$ cat src/rtl/core/sle_pkg.sv
package sle_pkg;

  localparam int DEPTH_DEF = 64;

  typedef enum logic [2:0] {
    CMD_INSERT   = 3'd0,
    CMD_DEL_MIN  = 3'd1,
    CMD_REVERSE  = 3'd2,
    CMD_DEL_EQ   = 3'd3,
    CMD_DEL_RNG  = 3'd4,
    CMD_DEDUP    = 3'd5,
    CMD_FIND_INS = 3'd6,
    CMD_READ     = 3'd7
  } cmd_t;

  typedef struct packed {
    logic [2:0]         command;
    logic signed [31:0] operand_value;
    logic signed [31:0] upper_bound;
    logic [6:0]         position;
  } in_item_t;

  typedef struct packed {
    logic               ok;
    logic signed [31:0] result_value;
    logic [6:0]         length_now;
  } out_item_t;

  typedef enum logic [3:0] {
    ST_IDLE,
    ST_RD,       // issue read at ridx
    ST_WAIT,     // read data lands
    ST_USE,      // act on read data
    ST_WR,       // write wval at widx
    ST_DONE
  } state_t;

endpackage

$ cat src/rtl/core/sequential_list_engine.sv
// sequential_list_engine: a list of signed 32-bit words plus a length.
// Input channel in_valid/in_ready/in_data carries one command (insert,
// delete minimum, reverse, delete equal, delete range, dedup,
// find-or-insert, read). Result channel out_valid/out_ready/out_data
// returns exactly one result per command: ok flag, value, new length.
// Every command is run by one sequencer over a one-write, one-read store.
// A rejected command goes straight to its result. The others work through
// the store entry by entry: insert shifts entries up, delete minimum scans
// and moves the last entry into the gap, delete equal, delete range and
// dedup compact the kept entries, reverse swaps pairs, and find-or-insert
// runs a binary search followed by a swap with the next entry or an insert shift.
// in_ready is high only while the block is idle and no result is waiting,
// so one command runs at a time and the next one is taken the cycle after
// the result transfer.
// The result register holds until out_ready; while the receiver stalls
// no new command is taken.
// Reset (rst_n low, synchronous) empties the list; store contents are
// not cleared and need no clearing pass.
module sequential_list_engine #(
  parameter int DEPTH = sle_pkg::DEPTH_DEF
) (
  input  logic               clk,
  input  logic               rst_n,
  input  logic               in_valid,
  output logic               in_ready,
  input  sle_pkg::in_item_t  in_data,
  output logic               out_valid,
  input  logic               out_ready,
  output sle_pkg::out_item_t out_data
);
  import sle_pkg::*;

  localparam int AW = $clog2(DEPTH);
  localparam int CW = $clog2(DEPTH + 1);
  localparam int IW = CW + 2; // signed index width, room for lo + hi

  logic signed [31:0] mem [DEPTH];
  logic signed [31:0] rdata_r;

  state_t state_r, state_nxt;
  logic [2:0]         cmd_r, cmd_nxt;
  logic signed [31:0] val_r, val_nxt, upr_r, upr_nxt;
  logic [CW-1:0]      pos_r, pos_nxt, cnt_r, cnt_nxt;
  logic [CW-1:0]      i_r, i_nxt, k_r, k_nxt;
  logic signed [IW-1:0] lo_r, lo_nxt, hi_r, hi_nxt;
  logic [1:0]         ph_r, ph_nxt;
  logic signed [31:0] tmp_r, tmp_nxt, wval_r, wval_nxt;
  logic [CW-1:0]      ridx_r, ridx_nxt, widx_r, widx_nxt;
  logic               ok_r, ok_nxt;
  logic signed [31:0] res_r, res_nxt;
  logic               ov_r;
  state_t             ret_r, ret_nxt;

  logic signed [IW-1:0] mid;
  logic in_fire, out_fire, in_rng;
  logic [CW-1:0] last;

  assign in_ready  = (state_r == ST_IDLE) && !ov_r;
  assign in_fire   = in_valid && in_ready;
  assign out_fire  = ov_r && out_ready;
  assign out_valid = ov_r;
  assign out_data  = '{ok: ok_r, result_value: res_r,
                       length_now: 7'(cnt_r)};
  assign mid  = IW'((lo_r + hi_r) >>> 1);
  assign last = cnt_r - CW'(1);
  assign in_rng = (cmd_r == CMD_DEL_EQ) ? (rdata_r == val_r)
                : (rdata_r >= val_r && rdata_r <= upr_r);

  // store: one write, one registered read
  always_ff @(posedge clk) begin
    if (state_r == ST_WR) mem[widx_r[AW-1:0]] <= wval_r;
    rdata_r <= mem[ridx_r[AW-1:0]];
  end

  // next state
  always_comb begin
    state_nxt = state_r; cmd_nxt = cmd_r; val_nxt = val_r; upr_nxt = upr_r;
    pos_nxt = pos_r; cnt_nxt = cnt_r; i_nxt = i_r; k_nxt = k_r;
    lo_nxt = lo_r; hi_nxt = hi_r; ph_nxt = ph_r; tmp_nxt = tmp_r;
    wval_nxt = wval_r; ridx_nxt = ridx_r; widx_nxt = widx_r;
    ok_nxt = ok_r; res_nxt = res_r; ret_nxt = ret_r;
    case (state_r)
      ST_IDLE: if (in_fire) begin
        cmd_nxt = in_data.command; val_nxt = in_data.operand_value;
        upr_nxt = in_data.upper_bound;
        pos_nxt = (in_data.position > 7'(DEPTH)) ? CW'(DEPTH + 1 > 127 ? 127 : DEPTH)
                  : CW'(in_data.position);
        ok_nxt = 1'b1; res_nxt = '0; ph_nxt = '0; k_nxt = '0;
        state_nxt = ST_DONE;
        case (cmd_t'(in_data.command))
          CMD_INSERT: begin
            if (cnt_r >= CW'(DEPTH) || CW'(in_data.position) > cnt_r ||
                in_data.position > 7'(DEPTH)) ok_nxt = 1'b0;
            else begin
              i_nxt = cnt_r; state_nxt = ST_USE; ph_nxt = 2'd0;
            end
          end
          CMD_DEL_MIN: begin
            if (cnt_r == '0) ok_nxt = 1'b0;
            else begin ridx_nxt = '0; i_nxt = '0; state_nxt = ST_WAIT; end
          end
          CMD_REVERSE, CMD_DEL_EQ, CMD_DEDUP: begin
            if (cnt_r != '0) begin
              i_nxt = '0; ridx_nxt = '0; state_nxt = ST_WAIT;
            end
          end
          CMD_DEL_RNG: begin
            if (in_data.operand_value >= in_data.upper_bound) ok_nxt = 1'b0;
            else if (cnt_r != '0) begin
              i_nxt = '0; ridx_nxt = '0; state_nxt = ST_WAIT;
            end
          end
          CMD_FIND_INS: begin
            lo_nxt = '0; hi_nxt = IW'(cnt_r) - IW'(1); state_nxt = ST_USE;
          end
          default: begin
            if (in_data.position < 7'(DEPTH) && CW'(in_data.position) < cnt_r) begin
              ridx_nxt = CW'(in_data.position); state_nxt = ST_WAIT;
            end else ok_nxt = 1'b0;
          end
        endcase
      end
      ST_RD: state_nxt = ST_WAIT;
      ST_WAIT: state_nxt = ST_USE;
      ST_WR: state_nxt = ret_r;
      ST_USE: begin
        case (cmd_t'(cmd_r))
          CMD_INSERT, CMD_FIND_INS: begin
            if (cmd_r == CMD_FIND_INS && ph_r == 2'd0) begin
              // binary search step
              if (lo_r > hi_r) begin
                if (cnt_r >= CW'(DEPTH)) begin ok_nxt = 1'b0; state_nxt = ST_DONE; end
                else begin pos_nxt = CW'(lo_r); i_nxt = cnt_r; ph_nxt = 2'd2; end
              end else begin ridx_nxt = CW'(mid); ph_nxt = 2'd1; state_nxt = ST_RD; end
            end else if (cmd_r == CMD_FIND_INS && ph_r == 2'd1) begin
              if (rdata_r < val_r) begin lo_nxt = mid + IW'(1); ph_nxt = 2'd0; end
              else if (rdata_r > val_r) begin hi_nxt = mid - IW'(1); ph_nxt = 2'd0; end
              else if (CW'(mid) + CW'(1) < cnt_r) begin
                tmp_nxt = rdata_r; i_nxt = CW'(mid); ridx_nxt = CW'(mid) + CW'(1);
                ph_nxt = 2'd3; state_nxt = ST_RD;
              end else state_nxt = ST_DONE;
            end else if (cmd_r == CMD_FIND_INS && ph_r == 2'd3) begin
              // swap: mid <- next, then next <- old mid
              if (k_r == '0) begin
                widx_nxt = i_r; wval_nxt = rdata_r; k_nxt = CW'(1);
                ret_nxt = ST_USE; state_nxt = ST_WR;
              end else begin
                widx_nxt = i_r + CW'(1); wval_nxt = tmp_r;
                ret_nxt = ST_DONE; state_nxt = ST_WR;
              end
            end else begin
              // shift up: i from cnt down to pos+1 copies i-1 to i
              if (i_r > pos_r) begin
                if (k_r == '0) begin
                  ridx_nxt = i_r - CW'(1); k_nxt = CW'(1); state_nxt = ST_RD;
                end else begin
                  widx_nxt = i_r; wval_nxt = rdata_r; k_nxt = '0;
                  i_nxt = i_r - CW'(1); ret_nxt = ST_USE; state_nxt = ST_WR;
                end
              end else begin
                widx_nxt = pos_r; wval_nxt = val_r; cnt_nxt = cnt_r + CW'(1);
                ret_nxt = ST_DONE; state_nxt = ST_WR;
              end
            end
          end
          CMD_DEL_MIN: begin
            // scan for first minimum; i holds index of current read
            if (i_r == '0 || rdata_r < tmp_r) begin
              tmp_nxt = rdata_r; k_nxt = i_r;
            end
            if (ph_r == 2'd1) begin
              widx_nxt = k_r; wval_nxt = rdata_r; cnt_nxt = last;
              ret_nxt = ST_DONE; state_nxt = ST_WR;
              tmp_nxt = tmp_r; k_nxt = k_r;
            end else if (i_r == last) begin
              res_nxt = (i_r == '0 || rdata_r < tmp_r) ? rdata_r : tmp_r;
              ph_nxt = 2'd1; ridx_nxt = last; state_nxt = ST_RD;
            end else begin
              i_nxt = i_r + CW'(1); ridx_nxt = i_r + CW'(1); state_nxt = ST_RD;
            end
          end
          CMD_REVERSE: begin
            // high index is last - i; ph0 keeps low and reads high, ph1 writes low, ph2 writes high
            if (CW'(i_r) >= CW'(cnt_r >> 1)) state_nxt = ST_DONE;
            else if (ph_r == 2'd0) begin
              tmp_nxt = rdata_r; ridx_nxt = last - i_r; ph_nxt = 2'd1; state_nxt = ST_RD;
            end else if (ph_r == 2'd1) begin
              widx_nxt = i_r; wval_nxt = rdata_r; ph_nxt = 2'd2;
              ret_nxt = ST_USE; state_nxt = ST_WR;
            end else begin
              widx_nxt = last - i_r; wval_nxt = tmp_r; ph_nxt = 2'd0;
              i_nxt = i_r + CW'(1); ridx_nxt = i_r + CW'(1);
              ret_nxt = ST_RD; state_nxt = ST_WR;
            end
          end
          CMD_DEL_EQ, CMD_DEL_RNG: begin
            // compaction: keep entries outside the range
            if (ph_r == 2'd0 && !in_rng) begin
              widx_nxt = k_r; wval_nxt = rdata_r; k_nxt = k_r + CW'(1);
              ph_nxt = 2'd1; ret_nxt = ST_USE; state_nxt = ST_WR;
            end else if (i_r == last) begin
              cnt_nxt = (ph_r == 2'd0) ? k_r : k_r; state_nxt = ST_DONE;
            end else begin
              ph_nxt = 2'd0; i_nxt = i_r + CW'(1); ridx_nxt = i_r + CW'(1);
              state_nxt = ST_RD;
            end
          end
          CMD_DEDUP: begin
            // tmp holds previous entry; k counts kept
            if (ph_r == 2'd0 && (i_r == '0 || rdata_r != tmp_r)) begin
              widx_nxt = k_r; wval_nxt = rdata_r; k_nxt = k_r + CW'(1);
              tmp_nxt = rdata_r; ph_nxt = 2'd1; ret_nxt = ST_USE; state_nxt = ST_WR;
            end else if (i_r == last) begin
              cnt_nxt = k_r; state_nxt = ST_DONE;
            end else begin
              ph_nxt = 2'd0; i_nxt = i_r + CW'(1); ridx_nxt = i_r + CW'(1);
              state_nxt = ST_RD;
            end
          end
          default: begin
            res_nxt = rdata_r; state_nxt = ST_DONE;
          end
        endcase
      end
      ST_DONE: if (!ov_r || out_fire) state_nxt = ST_IDLE;
      default: state_nxt = ST_IDLE;
    endcase
  end

  // registers
  always_ff @(posedge clk) begin
    if (!rst_n) begin
      state_r <= ST_IDLE; cnt_r <= '0; ov_r <= 1'b0;
    end else begin
      state_r <= state_nxt; cnt_r <= cnt_nxt;
      if (state_r == ST_DONE && (!ov_r || out_fire)) ov_r <= 1'b1;
      else if (out_fire) ov_r <= 1'b0;
    end
    cmd_r <= cmd_nxt; val_r <= val_nxt; upr_r <= upr_nxt; pos_r <= pos_nxt;
    i_r <= i_nxt; k_r <= k_nxt; lo_r <= lo_nxt; hi_r <= hi_nxt; ph_r <= ph_nxt;
    tmp_r <= tmp_nxt; wval_r <= wval_nxt; ridx_r <= ridx_nxt; widx_r <= widx_nxt;
    ret_r <= ret_nxt;
    ok_r <= ok_nxt; res_r <= res_nxt;
  end

`ifndef SYNTHESIS
  a_len: assert property (@(posedge clk) disable iff (!rst_n) cnt_r <= CW'(DEPTH))
    else $error("length beyond depth");
  a_busy: assert property (@(posedge clk) disable iff (!rst_n)
    in_fire |=> !in_ready) else $error("ready while busy");
  a_hold: assert property (@(posedge clk) disable iff (!rst_n)
    (ov_r && !out_ready) |=> $stable(cnt_r)) else $error("length moved under stall");
`endif

endmodule
$ cat config.mk
export PLATFORM = sky130hd
export DESIGN_NAME = sequential_list_engine
export DESIGN_NICKNAME = d
export VERILOG_FILES = /design/src/rtl/core/sle_pkg.sv /design/src/rtl/core/sequential_list_engine.sv
export SDC_FILE = /design/constraint.sdc
export NUM_CORES = 2
export LEC_CHECK = 0
export ABC_AREA = 1
export BUFFER_PORTS_ARGS = -buffer_cell sky130_fd_sc_hd__buf_4
export CAP_MARGIN = 20
export CORE_ASPECT_RATIO = 0.8
export CORE_MARGIN = 3
export CORE_UTILIZATION = 45
export CTS_BUF_LIST = sky130_fd_sc_hd__clkbuf_4
export CTS_CLUSTER_DIAMETER = 50
export DETAILED_ROUTE_END_ITERATION = 8
export GPL_ROUTABILITY_DRIVEN = 1
export PLACE_DENSITY_LB_ADDON = 0.12
export SYNTH_ARGS = -nofsm -noshare
export SYNTH_HDL_FRONTEND = slang
export SYNTH_SLANG_ARGS = --single-unit
$ cat constraint.sdc
create_clock -name clk -period 15.45 [get_ports clk]
set_clock_uncertainty 0.05 [all_clocks]
set_input_delay 1.545 -clock clk [delete_from_list [all_inputs] [get_ports clk]]
set_output_delay 1.545 -clock clk [all_outputs]
set_load 0.03 [all_outputs]
-- Word level (Yosys, flattened, before mapping)
Memories as Yosys holds them, arrays and structs flattened. A register that Yosys moved wholly into a read port is not among the register bits.
Cells that the tools add are included.
- register bits after elaboration: 234
- bits in writable memories: 2048
- output and inout port bits: 42
- memories kept: 1
- memories (name ; depth ; bits a word ; rd ports ; clocked after Yosys merged registers in ; write ports ; RTL line ; text):
    mem ; 64 ; 32 ; 1 ; 1 ; 1 ; sequential_list_engine.sv:37 ; logic signed [31:0] mem [DEPTH];
- add/subtract/negate cells: 12
- magnitude comparators: 15
- equal/unequal tests: 91
- muxes and demuxes: 206
- reduce and logical (&&, ||, !) cells: 51
- operator list (cell ; number):
    $mux W32 ; 24
    $mux W7 ; 66
    $pmux W32 S5 ; 1
    $pmux W32 S2 ; 2
    $pmux W32 S4 ; 1
    $mux W9 ; 13
    $pmux W7 S4 ; 4
    $mux W4 ; 22
    $mux W6 ; 12
    $pmux W7 S5 ; 2
    $ge A32 B32 Y1 ; 2
    $lt A32 B32 Y1 ; 2
    $ne A2 B2 Y1 const B ; 30
    $pmux W4 S5 ; 3
    $pmux W7 S2 ; 4
    $ne A3 B3 Y1 const B ; 15
    $ne A5 B5 Y1 const B ; 9
    $mux W3 ; 12
    $pmux W9 S2 ; 2
    $mux W2 ; 17
    $eq A32 B32 Y1 ; 1
    $gt A32 B32 Y1 ; 1
    $le A32 B32 Y1 ; 1
    $ne A32 B32 Y1 ; 1
    62 further kinds ; 128

-- Logic depth before layout (Yosys ltp)
- depth after elaboration: 10
- gate-level depth with buffers: 29

-- Worst setup path after synthesis
OpenSTA, ideal clock, no wires.
- path type: input to register
- from: input port in_valid
- to: register res_r[0], enable pin
- arrival time: 8713 ps
- required time: 14968 ps
- path slack: 6256 ps
- stages: 7
- path buffers: 0
- cells stage by stage: nor3b_1 > nor2_1 > nor2_1 > inv_1 > nor2_1 > nand2_1 > a21oi_1
- longest elaborated chain between the ends: 3
- ends and longest elaborated chain (what ; RTL line ; text):
    start: declaration ; sequential_list_engine.sv:24 ; input logic in_valid,
    $logic_and A1 B1 Y1 ; sequential_list_engine.sv:59 ; assign in_fire = in_valid && in_ready;
    $ne A2 B2 Y1 (no source line) ; -- ;
    $reduce_and A5 Y1 (no source line) ; -- ;
    end signal: assignment ; sequential_list_engine.sv:243 ; ok_r <= ok_nxt; res_r <= res_nxt;
    end: declaration ; sequential_list_engine.sv:50 ; logic signed [31:0] res_r, res_nxt;
Every way passes these cells.
A chain may end at the register's enable or synchronous reset.

==> results by group <==
Floorplan
  – Die outline width: 526 um
  – IO Count: 120
  – Row count: 151
  – Starting Density: 45.6%
  – DIE AREA: 0.222 mm^2
  – Die Y: 422 um
  – Area of the core: 0.213 mm^2

Placement
  – Placed cell count: 10700
  – Post-DP HPWL: 162000 um
  – Routability cong.: 0.928
  – Pre-CTS setup slack: 9.83 ns
  – Port buffer count: 119

Synthesis
  – Most frequent cell after synthesis: edfxtp_1
  – Syn_area_per_cell: 12.0 um^2
  – Share of the synthesized area in the top cell type: 70.0%
  – Post-synth top cells: edfxtp_1 (2267), nor2_1 (1658), o21ai_0 (1475)
  – Top post-synthesis cells by area: edfxtp_1 (70%), o21ai_0 (7.6%), nor2_1 (6.4%)
  – Post-synth top area cell: edfxtp_1
  – Yosys cell types: 57
  – Top_reg_cell synth: edfxtp_1
  – Syn Inst Count: 8080
  – Seq cells post-synth: 2310
  – Synthesized area: 0.0973 mm^2
  – Async SR Flop Fraction: 0%
  – Seq/Total Area, Yosys: 70.9%
  – EDFF count, synth: 2267
  – Post-synthesis net count: 8345
  – Ys Warns: 0

Timing
  – Setup TNS: 0 ns
  – Final worst-path setup slack: 9.89 ns
  – Final Hold Viols: 0
  – Final setup viols: 0
  – Fin crit period: 5.56 ns
  – Peak Freq: 180 MHz
  – RSZ-0062 raised after global routing: no
  – Headroom to the max-slew limit: 26.3%
  – Final period utilization: 36.0%
  – Worst slew pin tran: 1.10 ns
  – Final slew viol count: 0

Clocking
  – Post_cts resized: 0
  – Clock transition at path regs: 0.06 ns
  – Clk buf depth: 4
  – Clock sink count: 2310
  – Post-CTS setup buffer count: 0
  – Root Buffer Master: clkbuf_4
  – CTS tree: yes
  – Hold buffers post-CTS: 0
  – H-tree depth: 6
  – Total CTS buffers: 582
  – Worst-Skew Late Latency: 1.21 ns

Worst setup path
  – CP cell instances: buf_4, inv_8, buf_4, buf_4, buf_4, o21ai_0, o22ai_1, o21ai_0, o22ai_1, nor2_1, o22ai_1
  – Reg-to-reg endpoint: rdata_r[11]
  – Critical path class: register to register
  – FF-to-FF setup slack: 9.89 ns
  – FF-to-FF path depth: 11
  – Most frequent CP cell: buf_4
  – Worst path max stage delay: 0.84 ns
  – Worst Setup SP: ridx_r[0]
  – Crit start category: register
  – Worst EP arrival: 6.60 ns
  – Crit-path slowest cell: buf_4
  – WP data required: 16.49 ns
  – CP Capture Type: register
  – Crit path max fanout: 132
  – Reg-to-Reg Start: ridx_r[0]

Detailed routing
  – DR vias: 67800
  – Remaining DRCs: 0
  – Routed WL: 291000 um
  – Vias per inst: 5.82
  – Routed length per placed instance: 24.9 um
  – Initial DRT Pass Iterations: 6
  – DRT antenna net count: 0
  – DRT iter0 DRCs: 7138

Worst hold path
  – Hold wc startpoint: in_data[20]
  – HP Class: primary input to register
  – Hold endpoint: upr_r[13]
  – Hold Crit Depth: 1

GRT
  – Pin count of the biggest net entering global routing: 197
  – Grt ovf: 0
  – Initial antenna violation count: 9
  – Vias in the first global route: 65100
  – First-pass GRT wire length: 428000 um
  – Overall Global Routing Usage: 25.5%

Power and ir drop
  – Power per cell area: 160 mW/mm^2
  – Leak: 37.1 nW
  – Maximum VDD drop: 89.9 uV

Layout
  – Share of cells above drive strength 1: 14.6%
  – Seq. cell area: 0.0689 mm^2
  – Multi-input gate area: 0.0254 mm^2
  – Nets: 8708
  – Area Overhead vs Synth: 11.6%
  – Layout fillers: 18900
  – Post-Layout Cell Count: 11700
  – Final core area utilization: 50.9%

Run status
  – Status: finished clean

Job
  – Max Cap Viol: 0
cells by family after synthesis:
kind of cell	count (synthesis)	synth area share, %
compound gates	2501	14.3
xor+xnor	20	0.196
fa+ha+maj	187	2.42
simple gates	2157	8.63
flops	2310	70.9
buf+inv	905	3.59
where the power goes:
group | total [W] | leakage (nW) | internal, W | switching [W]
Sequential | 0.00746 | 20.8 | 0.00719 | 0.000264
Clock | 0.00499 | 4.21 | 0.00258 | 0.00241
Combinational | 0.00489 | 12.1 | 0.00140 | 0.00349
metrics by stage:
step / power (W) / hold slack (ns) / instance area, um^2
3_5_place_dp: 0.0124 / 0.492 / 102000
4_1_cts: 0.0174 / 0.333 / 109000
5_1_grt: 0.0183 / 0.368 / 109000
3_3_place_gp: 0.0124 / 0.463 / 102000
6_report: 0.0173 / 0.469 / 109000
2_1_floorplan: 0.0106 / 0.434 / 97300
layout by cell type, fill, tap and decap left out, types with 6 or more instances in the layout:
cell type  count
a211oi_1       6
a21oi_1      160
a31oi_1        9
buf_12         7
buf_4        281
clkbuf_4     851
clkinv_1      78
clkinv_2       8
dfxtp_1       43
diode_2        7
edfxtp_1    2267
ha_1         185
inv_1        373
inv_2         34
nand2_1      336
nand3_1       78
nand4_1       24
nor2_1      1593
nor2_4        64
nor3_1        31
o2111ai_1      7
o211ai_1      42
o21a_1        12
o21ai_0     1475
o21ai_1       42
o221ai_1      36
o22ai_1      638
o31ai_1        6
o32ai_1       40
or2_2          6
xor2_1        14
state kept, by name, indices dropped and copies added (netlist names), 9 cells and up:
name and flops:
val_r 32, hi_r 9, tmp_r 32, res_r 32, mem 2048, wval_r 32, upr_r 32, rdata_r 32
lo_r 9
final cells by class:
cell class | instances | area share, %
inverters | 395 | 1.39
clock buffers | 850 | 5.88
well taps | 2830 | 3.26
flip-flops and latches | 2310 | 63.5
clock inverters | 109 | 0.514
diodes | 7 | 0.0161
multi-input cells | 4865 | 23.4
repair buffers | 289 | 2.08
worst max-delay path by stage:
stage	to	slack, ns	cells past startpoint
after global placement	ridx_r[2]	9.91	21
after global routing	rdata_r[7]	9.56	11
after floorplan	res_r[0]	6.26	7
after detailed placement	ridx_r[2]	9.83	21
final	rdata_r[11]	9.89	11
after CTS	ridx_r[2]	9.81	21
worst max-delay path: cells and delay by family, from the launching register on:
kind	cells	cell delay, ns
flops	1	0.36
simple gates	1	0.20
buf+inv	5	3.36
compound gates	5	1.11
per-layer routing:
layer  track usage (%)  wire length [um]  vias to the layer above
met5                 0                56                        -
met4              8.31              8510                        8
met3              4.63             23300                      459
met2              38.0            128000                     2902
met1              37.8            130000                    33700
li1                  -                 -                    30800
(Power assumes the default switching activity.)
